`src/rtl/gan_pkg.sv`:
```
// ----------------------------------------------------------------------------
// gan_pkg
// Shared constants and codes for the gamepad axis normaliser.
// ----------------------------------------------------------------------------
package gan_pkg;

  localparam int RAW_WIDTH_DEF     = 16;
  localparam int FRACTION_BITS_DEF = 14;
  localparam int LEVEL_WIDTH       = 15;  // deadzone and threshold
  localparam int CFG_DATA_WIDTH    = 32;
  localparam int CFG_ADDR_WIDTH    = 5;

  typedef enum logic [1:0] {
    KIND_STICK    = 2'd0,
    KIND_TRIGGER  = 2'd1,
    KIND_DPAD_NEG = 2'd2,
    KIND_DPAD_POS = 2'd3
  } axis_kind_t;

  typedef enum logic [2:0] {
    REG_AXIS_KIND  = 3'd0,
    REG_CENTER     = 3'd1,
    REG_RANGE_LOW  = 3'd2,
    REG_RANGE_HIGH = 3'd3,
    REG_INVERT     = 3'd4,
    REG_DEADZONE   = 3'd5,
    REG_THRESHOLD  = 3'd6
  } reg_index_t;

endpackage

```
`src/rtl/gamepad_axis_normalizer.sv`:
```
// ----------------------------------------------------------------------------
// gamepad_axis_normalizer
// Throughput: one word per cycle while out_ready does not stall the output; the
// restoring divider resolves one quotient bit per pipeline stage.
// Reset clears every valid bit and loads the registers with their reset values.
// Maps a raw signed axis sample to a Q2.14 value and a direction flag.
// ----------------------------------------------------------------------------
module gamepad_axis_normalizer
  import gan_pkg::*;
#(
  parameter int RAW_WIDTH     = RAW_WIDTH_DEF,
  parameter int FRACTION_BITS = FRACTION_BITS_DEF
) (
  input  logic                              clk,
  input  logic                              rst,
  input  logic                              psel,
  input  logic                              penable,
  input  logic                              pwrite,
  input  logic [CFG_ADDR_WIDTH-1:0]         paddr,
  input  logic [CFG_DATA_WIDTH-1:0]         pwdata,
  output logic [CFG_DATA_WIDTH-1:0]         prdata,
  output logic                              pready,
  input  logic                              in_valid,
  output logic                              in_ready,
  input  logic signed [RAW_WIDTH-1:0]       raw_axis,
  output logic                              out_valid,
  input  logic                              out_ready,
  output logic signed [FRACTION_BITS+1:0]   scaled_value,
  output logic                              direction_active
);

  localparam int RW = RAW_WIDTH;
  localparam int F  = FRACTION_BITS;
  localparam int DW = RW + 1;
  localparam int OW = F + 2;
  localparam int NS = F + 2;
  localparam int CW = (F + 1 > LEVEL_WIDTH) ? F + 1 : LEVEL_WIDTH;
  localparam logic [F:0] ONE_Q = {1'b1, {F{1'b0}}};

  // registers
  axis_kind_t              axis_kind;
  logic signed [RW-1:0]    center;
  logic signed [RW-1:0]    range_low;
  logic signed [RW-1:0]    range_high;
  logic                    invert;
  logic [LEVEL_WIDTH-1:0]  deadzone;
  logic [LEVEL_WIDTH-1:0]  threshold;

  logic       cfg_write;
  reg_index_t cfg_index;

  assign pready    = 1'b1;
  assign cfg_write = psel && penable && pwrite && pready;
  assign cfg_index = reg_index_t'(paddr[4:2]);

  always_ff @(posedge clk) begin
    if (rst) begin
      axis_kind  <= KIND_STICK;
      center     <= '0;
      range_low  <= {1'b1, {(RW-1){1'b0}}};
      range_high <= {1'b0, {(RW-1){1'b1}}};
      invert     <= 1'b0;
      deadzone   <= '0;
      threshold  <= LEVEL_WIDTH'(8192);
    end else if (cfg_write) begin
      case (cfg_index)
        REG_AXIS_KIND:  axis_kind  <= axis_kind_t'(pwdata[1:0]);
        REG_CENTER:     center     <= pwdata[RW-1:0];
        REG_RANGE_LOW:  range_low  <= pwdata[RW-1:0];
        REG_RANGE_HIGH: range_high <= pwdata[RW-1:0];
        REG_INVERT:     invert     <= pwdata[0];
        REG_DEADZONE:   deadzone   <= pwdata[LEVEL_WIDTH-1:0];
        REG_THRESHOLD:  threshold  <= pwdata[LEVEL_WIDTH-1:0];
        default: ;
      endcase
    end
  end

  always_comb begin
    case (cfg_index)
      REG_AXIS_KIND:  prdata = CFG_DATA_WIDTH'(axis_kind);
      REG_CENTER:     prdata = CFG_DATA_WIDTH'(center);
      REG_RANGE_LOW:  prdata = CFG_DATA_WIDTH'(range_low);
      REG_RANGE_HIGH: prdata = CFG_DATA_WIDTH'(range_high);
      REG_INVERT:     prdata = CFG_DATA_WIDTH'(invert);
      REG_DEADZONE:   prdata = CFG_DATA_WIDTH'(deadzone);
      REG_THRESHOLD:  prdata = CFG_DATA_WIDTH'(threshold);
      default:        prdata = '0;
    endcase
  end

  // pipeline advances as one unit
  logic advance;
  assign advance  = !out_valid || out_ready;
  assign in_ready = advance;

  logic          st_valid [0:NS-1];
  logic          st_neg   [0:NS-1];
  logic          st_zero  [0:NS-1];
  logic          st_sat   [0:NS-1];
  logic [DW-1:0] st_rem   [0:NS-1];
  logic [DW-1:0] st_den   [0:NS-1];
  logic [F:0]    st_quo   [0:NS-1];

  // front stage: numerator and divisor per kind
  logic signed [DW-1:0] raw_x, c_x, lo_x, hi_x;
  logic signed [DW-1:0] num_s, den_s, trg_num, trg_den;
  logic                 zero_s;

  assign raw_x = {raw_axis[RW-1], raw_axis};
  assign c_x   = {center[RW-1], center};
  assign lo_x  = {range_low[RW-1], range_low};
  assign hi_x  = {range_high[RW-1], range_high};

  always_comb begin
    trg_num = raw_x - lo_x;
    trg_den = hi_x - lo_x;
    unique case (axis_kind)
      KIND_STICK: begin
        num_s  = raw_x - c_x;
        den_s  = (raw_x < c_x) ? (c_x - lo_x) : (hi_x - c_x);
        zero_s = den_s[DW-1] || (den_s == '0);
      end
      KIND_TRIGGER: begin
        num_s  = trg_den[DW-1] ? -trg_num : trg_num;
        den_s  = trg_den[DW-1] ? -trg_den : trg_den;
        zero_s = (trg_den == '0);
      end
      default: begin
        num_s  = raw_x;
        den_s  = raw_axis[RW-1] ? DW'(1) <<< (RW-1) : (DW'(1) <<< (RW-1)) - DW'(1);
        zero_s = 1'b0;
      end
    endcase
  end

  always_ff @(posedge clk) begin
    if (rst) begin
      st_valid[0] <= 1'b0;
    end else if (advance) begin
      st_valid[0] <= in_valid;
    end
  end

  always_ff @(posedge clk) begin
    if (advance) begin
      st_neg[0]  <= num_s[DW-1];
      st_zero[0] <= zero_s;
      st_sat[0]  <= 1'b0;
      st_rem[0]  <= num_s[DW-1] ? DW'(-num_s) : DW'(num_s);
      st_den[0]  <= DW'(den_s);
      st_quo[0]  <= '0;
    end
  end

  // one quotient bit per stage; the first also flags a quotient of two or more
  for (genvar k = 1; k < NS; k++) begin : g_div
    logic [DW:0] r_in, d_x, r_sub;
    logic        q_bit, sat_k;

    if (k == 1) begin : g_first
      assign r_in  = {1'b0, st_rem[k-1]};
      assign sat_k = ({1'b0, st_rem[k-1]} >= {st_den[k-1], 1'b0});
    end else begin : g_rest
      assign r_in  = {st_rem[k-1], 1'b0};
      assign sat_k = st_sat[k-1];
    end

    assign d_x   = {1'b0, st_den[k-1]};
    assign q_bit = (r_in >= d_x);
    assign r_sub = q_bit ? (r_in - d_x) : r_in;

    always_ff @(posedge clk) begin
      if (rst) begin
        st_valid[k] <= 1'b0;
      end else if (advance) begin
        st_valid[k] <= st_valid[k-1];
      end
    end

    always_ff @(posedge clk) begin
      if (advance) begin
        st_neg[k]  <= st_neg[k-1];
        st_zero[k] <= st_zero[k-1];
        st_sat[k]  <= sat_k;
        st_rem[k]  <= r_sub[DW-1:0];
        st_den[k]  <= st_den[k-1];
        st_quo[k]  <= {st_quo[k-1][F-1:0], q_bit};
      end
    end
  end

  // clamp, invert, deadzone and threshold
  logic [F:0]           mag_c;
  logic [CW-1:0]        mag_x, dz_x, th_x;
  logic signed [OW-1:0] pos_v, neg_v, val_next;
  logic                 active_next, neg_l, zero_l, at_level;

  assign neg_l    = st_neg[NS-1];
  assign zero_l   = st_zero[NS-1];
  assign mag_c    = (st_sat[NS-1] || st_quo[NS-1] > ONE_Q) ? ONE_Q : st_quo[NS-1];
  assign mag_x    = CW'(mag_c);
  assign dz_x     = CW'(deadzone);
  assign th_x     = CW'(threshold);
  assign pos_v    = OW'(mag_c);
  assign neg_v    = -pos_v;
  assign at_level = (mag_x >= th_x);

  always_comb begin
    active_next = 1'b0;
    unique case (axis_kind)
      KIND_STICK: begin
        if (zero_l || mag_x < dz_x) val_next = '0;
        else                        val_next = (neg_l ^ invert) ? neg_v : pos_v;
      end
      KIND_TRIGGER: begin
        val_next = (zero_l || neg_l) ? '0 : pos_v;
      end
      KIND_DPAD_NEG: begin
        val_next    = neg_l ? neg_v : pos_v;
        active_next = (neg_l || mag_c == '0) && at_level;
      end
      default: begin
        val_next    = neg_l ? neg_v : pos_v;
        active_next = (!neg_l || mag_c == '0) && at_level;
      end
    endcase
  end

  always_ff @(posedge clk) begin
    if (rst) begin
      out_valid <= 1'b0;
    end else if (advance) begin
      out_valid <= st_valid[NS-1];
    end
  end

  always_ff @(posedge clk) begin
    if (advance) begin
      scaled_value     <= val_next;
      direction_active <= active_next;
    end
  end

endmodule

```
`config.mk`:
```
export PLATFORM = sky130hd
export DESIGN_NAME = gamepad_axis_normalizer
export DESIGN_NICKNAME = d
export VERILOG_FILES = /design/src/rtl/gan_pkg.sv /design/src/rtl/gamepad_axis_normalizer.sv
export SDC_FILE = /design/constraint.sdc
export NUM_CORES = 2
export LEC_CHECK = 0
export ABC_AREA = 1
export BUFFER_PORTS_ARGS = -buffer_cell sky130_fd_sc_hd__buf_2
export CAP_MARGIN = 20
export CORE_ASPECT_RATIO = 0.8
export CORE_MARGIN = 1.5
export CORE_UTILIZATION = 50
export DETAILED_ROUTE_END_ITERATION = 12
export GPL_ROUTABILITY_DRIVEN = 0
export GPL_TIMING_DRIVEN = 0
export PLACE_DENSITY_LB_ADDON = 0.25
export SETUP_SLACK_MARGIN = 0.3
export SLEW_MARGIN = 20
export SYNTH_ARGS = -nofsm -noshare
export SYNTH_HDL_FRONTEND = slang
export SYNTH_SLANG_ARGS = --single-unit
```
`constraint.sdc`:
```
create_clock -name clk -period 21.6 [get_ports clk]
set_input_delay 3.24 -clock clk [delete_from_list [all_inputs] [get_ports clk]]
set_output_delay 3.24 -clock clk [all_outputs]
set_load 0.01 [all_outputs]
```
### Yosys cells after proc, flatten, opt, wreduce, memory -nomap -nowiden

Memories as Yosys holds them, arrays and structs flattened. A register that Yosys moved wholly into a read port is not among the register bits.
Cells that the tools add are included.

* bitwise operators: 17
* multiplexer cells: 53
* magnitude comparators: 20
* eq/ne operators: 8
* reduce and logical (&&, ||, !) cells: 26
* add/sub/neg operators: 24

Operators with widths (number)
* $mux 17: 19
* $sub 17x17->17: 15
* $ge 18x17->1: 14
* $pmux 32 s7: 1
* $sub 16x16->17: 5
* $pmux 17 s2: 2
* $mux 16: 4
* $neg 17->17: 3
* $logic_not 17->1: 2
* $pmux 16 s2: 1
* $mux 15: 2
* $mux 1: 22
* $ge 17x18->1: 1
* $ge 17x17->1: 1
* $lt 16x16->1: 1
* $neg 15->16: 1
* $or 1x1->1: 16
* $ge 15x15->1: 1
* $gt 15x15->1 const B: 1
* $logic_not 15->1: 1
* $lt 15x15->1: 1
* $reduce_and 2->1: 7
* $eq 3x3->1 const B: 3
* $logic_or 1x1->1: 7
* 11 further kinds: 17

* input bits: 60
* output and inout bits: 52
* memories: 7
* logic and storage cells: 164
* bits in writable memories: 848
* register bits: 98

Memories
* st_den: words 16, bits a word 17, read ports 15, clocked after memory_dff 0, write ports 16, RTL line gamepad_axis_normalizer.sv:102 `logic [DW-1:0] st_den [0:NS-1];`
* st_rem: words 16, bits a word 17, read ports 15, clocked after memory_dff 0, write ports 16, RTL line gamepad_axis_normalizer.sv:101 `logic [DW-1:0] st_rem [0:NS-1];`
* st_quo: words 16, bits a word 15, read ports 16, clocked after memory_dff 0, write ports 16, RTL line gamepad_axis_normalizer.sv:103 `logic [F:0] st_quo [0:NS-1];`
* st_neg: words 16, bits a word 1, read ports 16, clocked after memory_dff 0, write ports 16, RTL line gamepad_axis_normalizer.sv:98 `logic st_neg [0:NS-1];`
* st_sat: words 16, bits a word 1, read ports 15, clocked after memory_dff 0, write ports 16, RTL line gamepad_axis_normalizer.sv:100 `logic st_sat [0:NS-1];`
* st_valid: words 16, bits a word 1, read ports 16, clocked after memory_dff 1, write ports 16, RTL line gamepad_axis_normalizer.sv:97 `logic st_valid [0:NS-1];`
* +1 memories

### Depth between registers and ports, before layout

An unclocked memory read counts as a cell.

* depth in word-level cells: 8
* mapped depth: 27
* mapped depth without buffers: 27

### Worst setup path after synthesis

Ideal clock, no wire load.

* kind: input port to output port
* start point: in out_ready
* end point: out in_ready
* arrival time: 17.969 ns
* stages: 2
* data required time: 18.360 ns
* path slack: 0.391 ns
* path buffers: 0
* cells stage by stage: inv_1 -> nand2_1

* word-level cells in the longest chain between the ends: 1

RTL lines
* start, declared: RTL line gamepad_axis_normalizer.sv:27 `input logic out_ready,`
* $logic_or 1x1->1: RTL line gamepad_axis_normalizer.sv:94 `assign advance = !out_valid || out_ready;`
* end, declared: RTL line gamepad_axis_normalizer.sv:24 `output logic in_ready,`

Every way passes these cells.

### Final worst setup path

* start point: in paddr[2]
* end point: out prdata[17]

* word-level cells in the longest chain between the ends: 2
* elaborated cells between the ends (all ways): 8
* those cells by class: 6 x eq/ne; 1 x mux; 1 x reduce/logical

RTL lines
* start, declared: RTL line gamepad_axis_normalizer.sv:19 `input logic [CFG_ADDR_WIDTH-1:0] paddr,`
* $eq 3x3->1, or another cell as far along: RTL line gamepad_axis_normalizer.sv:80 `case (cfg_index)`
* $pmux 32 s7 (*): RTL line gamepad_axis_normalizer.sv:80
* end, declared: RTL line gamepad_axis_normalizer.sv:21 `output logic [CFG_DATA_WIDTH-1:0] prdata,`

Every way passes the cells marked *; elsewhere a longest branch is shown, timed or not.

==> qor.csv <==
stage,metric,value,unit
sta,Worst slew margin,18.03,%
logic_synthesis,mean post-synth cell area,9.131,um^2
power,pwr dens,144.2,mW/mm^2
floorplan,die area,0.09616,mm^2
route,DRC viols,0,
cts,CTS tree,built,
grt,vias in the first global route,34470,
final_layout,nets,5815,
worst_setup_path,"delay-heaviest family, CP",simple AND/OR/NAND/NOR gates,
sta,Final Skew,46.12,ps
floorplan,standard-cell row count,100,
logic_synthesis,synth top area cells,"edfxtp_1, ha_1, nand2_1",
cts,total CTS buffers,82,
logic_synthesis,Unique masters post-synth,61,
worst_setup_path,CP max-delay cell,nor3_1,
final_layout,"most common cell after layout, fill and taps aside",nand2_1,
final_layout,layout cells sized above 1,6.052,%
final_layout,final instance area,0.05240,mm^2
cts,Worst-Skew Late Latency,670,ps
placed_design,port buffer count,92,
grt,initial antenna violation count,2,
worst_setup_path,Slowest Stage Delay on Critical Path,970,ps
route,routed length per instance,17.73,um
logic_synthesis,ys async rst share,0,%
worst_setup_path,crit path max fanout,17,
floorplan,Core Box Area,0.09321,mm^2
cts,clk root buf,clkbuf_16,
logic_synthesis,Post-synth top flop,edfxtp_1,
status,status,"finished, final reports clean",
route,DR vias,36870,
final_layout,most frequent cells in the layout,"nand2_1, inv_1, edfxtp_1",
worst_setup_path,CP Capture Type,output pin,
logic_synthesis,cell taking the most area after synthesis,edfxtp_1,
sta,final-report setup violation count,0,
floorplan,initial core utilization,50.58,%
worst_setup_path,crit path cell chain,buf_2 -> inv_1 -> nor3_1 -> clkbuf_1 -> nand2_1 -> o221ai_2 -> buf_4 -> buf_2,
placed_design,HPWL Detailed,91.72,mm
sta,period utilization,41.20,%
sta,Worst Tran Pin Value,1220,ps
worst_setup_path,crit start category,input port,
worst_setup_path,CP arrival,5660,ps
placed_design,Post-Place Worst Slack,12740,ps
run,maxcap violations,0,
route,Post-Route WL,117.9,mm
logic_synthesis,Yosys top cell area share,45.22,%
cts,Max clock buf depth,3,
cts,Clock transition at path regs,60,ps
logic_synthesis,number of synthesized flops with an enable pin,710,
sta,RSZ-0062 raised after global routing,false,
final_layout,final core occ,56.21,%
worst_setup_path,Worst Path Buf+Inv,5,
logic_synthesis,post-synthesis sequential area ratio,48.70,%
grt,largest net degree at the start of global routing,61,
logic_synthesis,Post-Syn Area,0.04715,mm^2
sta,fin worst setup slack,12700,ps
cts,cts hold-fix bufs,0,
route,"antenna viol nets, final",0,
cts,Max H-tree Level,3,
worst_hold_path,hold crit path type,flip-flop to flip-flop,
sta,Max Fclk,112.4,MHz
route,Initial DRC Count,3879,
final_layout,P&R area growth vs syn,11.13,%
grt,total track usage,24.23,%
power,VDD IR-drop max,76.36,uV
worst_setup_path,Critical Path RT,18360,ps
floorplan,I/O pins,112,
sta,Slew Limit Fails,0,
grt,remaining global-route overflow,0,
logic_synthesis,Syn Nets,5626,
route,routed vias/inst,5.547,
floorplan,DIE HEIGHT,277.7,um
cts,PostCTS Resize Cnt,0,
power,Lkg Pwr,23.04,nW
floorplan,Chip Width,346.3,um
cts,CTS sink count,792,
cts,postcts setup bufs,0,
logic_synthesis,Syn. warnings,0,
worst_setup_path,CP dominant cell by count,buf_2,
logic_synthesis,Post-Syn Instances,5164,
route,drt first pass iters,7,
placed_design,Area after DPL,0.04950,mm^2
sta,Final Hold Fails,0,
final_layout,FILL cells,8038,
sta,Tmin final,8900,ps
grt,global-route wire length before repair,186.0,mm
logic_synthesis,synthesis-stage register bit count,792,
worst_setup_path,WS Path Type,input port to output pin,
[flip-flops by register name (all words and copies together), names as in the netlist, 16 cells and up]
| signal | count |
|---|---|
| st_neg | 16 |
| st_quo | 120 |
| range_high | 16 |
| center | 16 |
| range_low | 16 |
| st_valid | 16 |
| scaled_value | 16 |
| st_rem | 255 |
| st_den | 255 |
| st_zero | 16 |
[per-layer routing]
layer / vias to the layer above / GRT usage (%) / wire length, um
met5: - / 0 / 0
met2: 1309 / 35.55 / 49260
li1: 18170 / - / -
met3: 167 / 5.834 / 11040
met4: 0 / 5.275 / 2075
met1: 17220 / 36.12 / 55480
[power by group]
group | switching (mW) | internal [mW]
sequential | 0.291 | 2.42
combinational | 2.11 | 1.22
clock | 0.628 | 0.879
total | 3.03 | 4.53
[area by class of cell]
type / instances / area, um^2 / share of cell area (%)
Antenna cell: 2 / 5.005 / 0.009552
Buffer: 105 / 498.0 / 0.9504
Clock buffer: 98 / 2145 / 4.093
Clock inverter: 53 / 742.0 / 1.416
Inverter: 728 / 2733 / 5.215
Multi-Input combinational cell: 3539 / 20970 / 40.02
Sequential cell: 792 / 22960 / 43.82
Tap cell: 1224 / 1531 / 2.923
Timing Repair Buffer: 105 / 810.8 / 1.547
[per-stage QoR]
| step | instances | setup TNS [ps] | hold slack (ps) | power, mW |
|---|---|---|---|---|
| after floorplan | 5164 | 0 | 400.3 | 5.091 |
| after CTS | 6644 | 0 | 373.9 | 7.552 |
| after global placement | 6480 | -2776590 | 401.2 | 5.932 |
| after global routing | 6644 | 0 | 398.0 | 8.126 |
| after detailed placement | 6493 | 0 | 404.5 | 6.015 |
| final | 6646 | 0 | 393.9 | 7.555 |
[cell families (layout without fill, tap and decap cells)]
logic type | after synthesis | in the layout | synth area share (%)
AOI/OAI and AO/OA | 1129 | 1129 | 13.11
and+or+nand+nor | 1747 | 1747 | 15.49
other | 1 | 3 | 0.007953
xor gates and xnor gates | 253 | 253 | 4.716
muxes | 7 | 7 | 0.1486
buffers and inverters | 833 | 1089 | 6.852
DFF | 792 | 792 | 48.70
adders and majority gates | 402 | 402 | 10.97
[final timing paths]
| check | slack [ps] | cells after the start | to | start |
|---|---|---|---|---|
| setup / recovery | 12700 | 8 | prdata[17] | paddr[2] |
| hold / removal | 390 | 0 | st_quo[0][94] | st_quo[0][78] |
| setup reg to reg | 17480 | 25 | st_rem[0][12] | range_low[1] |
| hold reg to reg | 390 | 0 | st_quo[0][94] | st_quo[0][78] |
[synthesized netlist by cell type (9+ instances only)]
library cell	number
nand4_1	55
fa_1	19
o21ai_0	440
a21oi_1	480
inv_2	9
o21bai_1	14
a221oi_1	20
xor2_1	131
nor3_1	44
xnor2_1	121
nor2_1	318
nand2_1	1017
o211ai_1	25
a31oi_1	22
buf_4	18
nor2_2	19
o22ai_1	15
ha_1	383
o21ai_1	10
o221ai_1	17
dfxtp_1	82
clkbuf_1	77
edfxtp_1	710
nor4_1	13
o31ai_1	25
nand3_1	236
o21a_1	10
inv_1	714
nand2_2	15
a21o_1	15
Note: power is estimated with default switching activity, not from simulation.
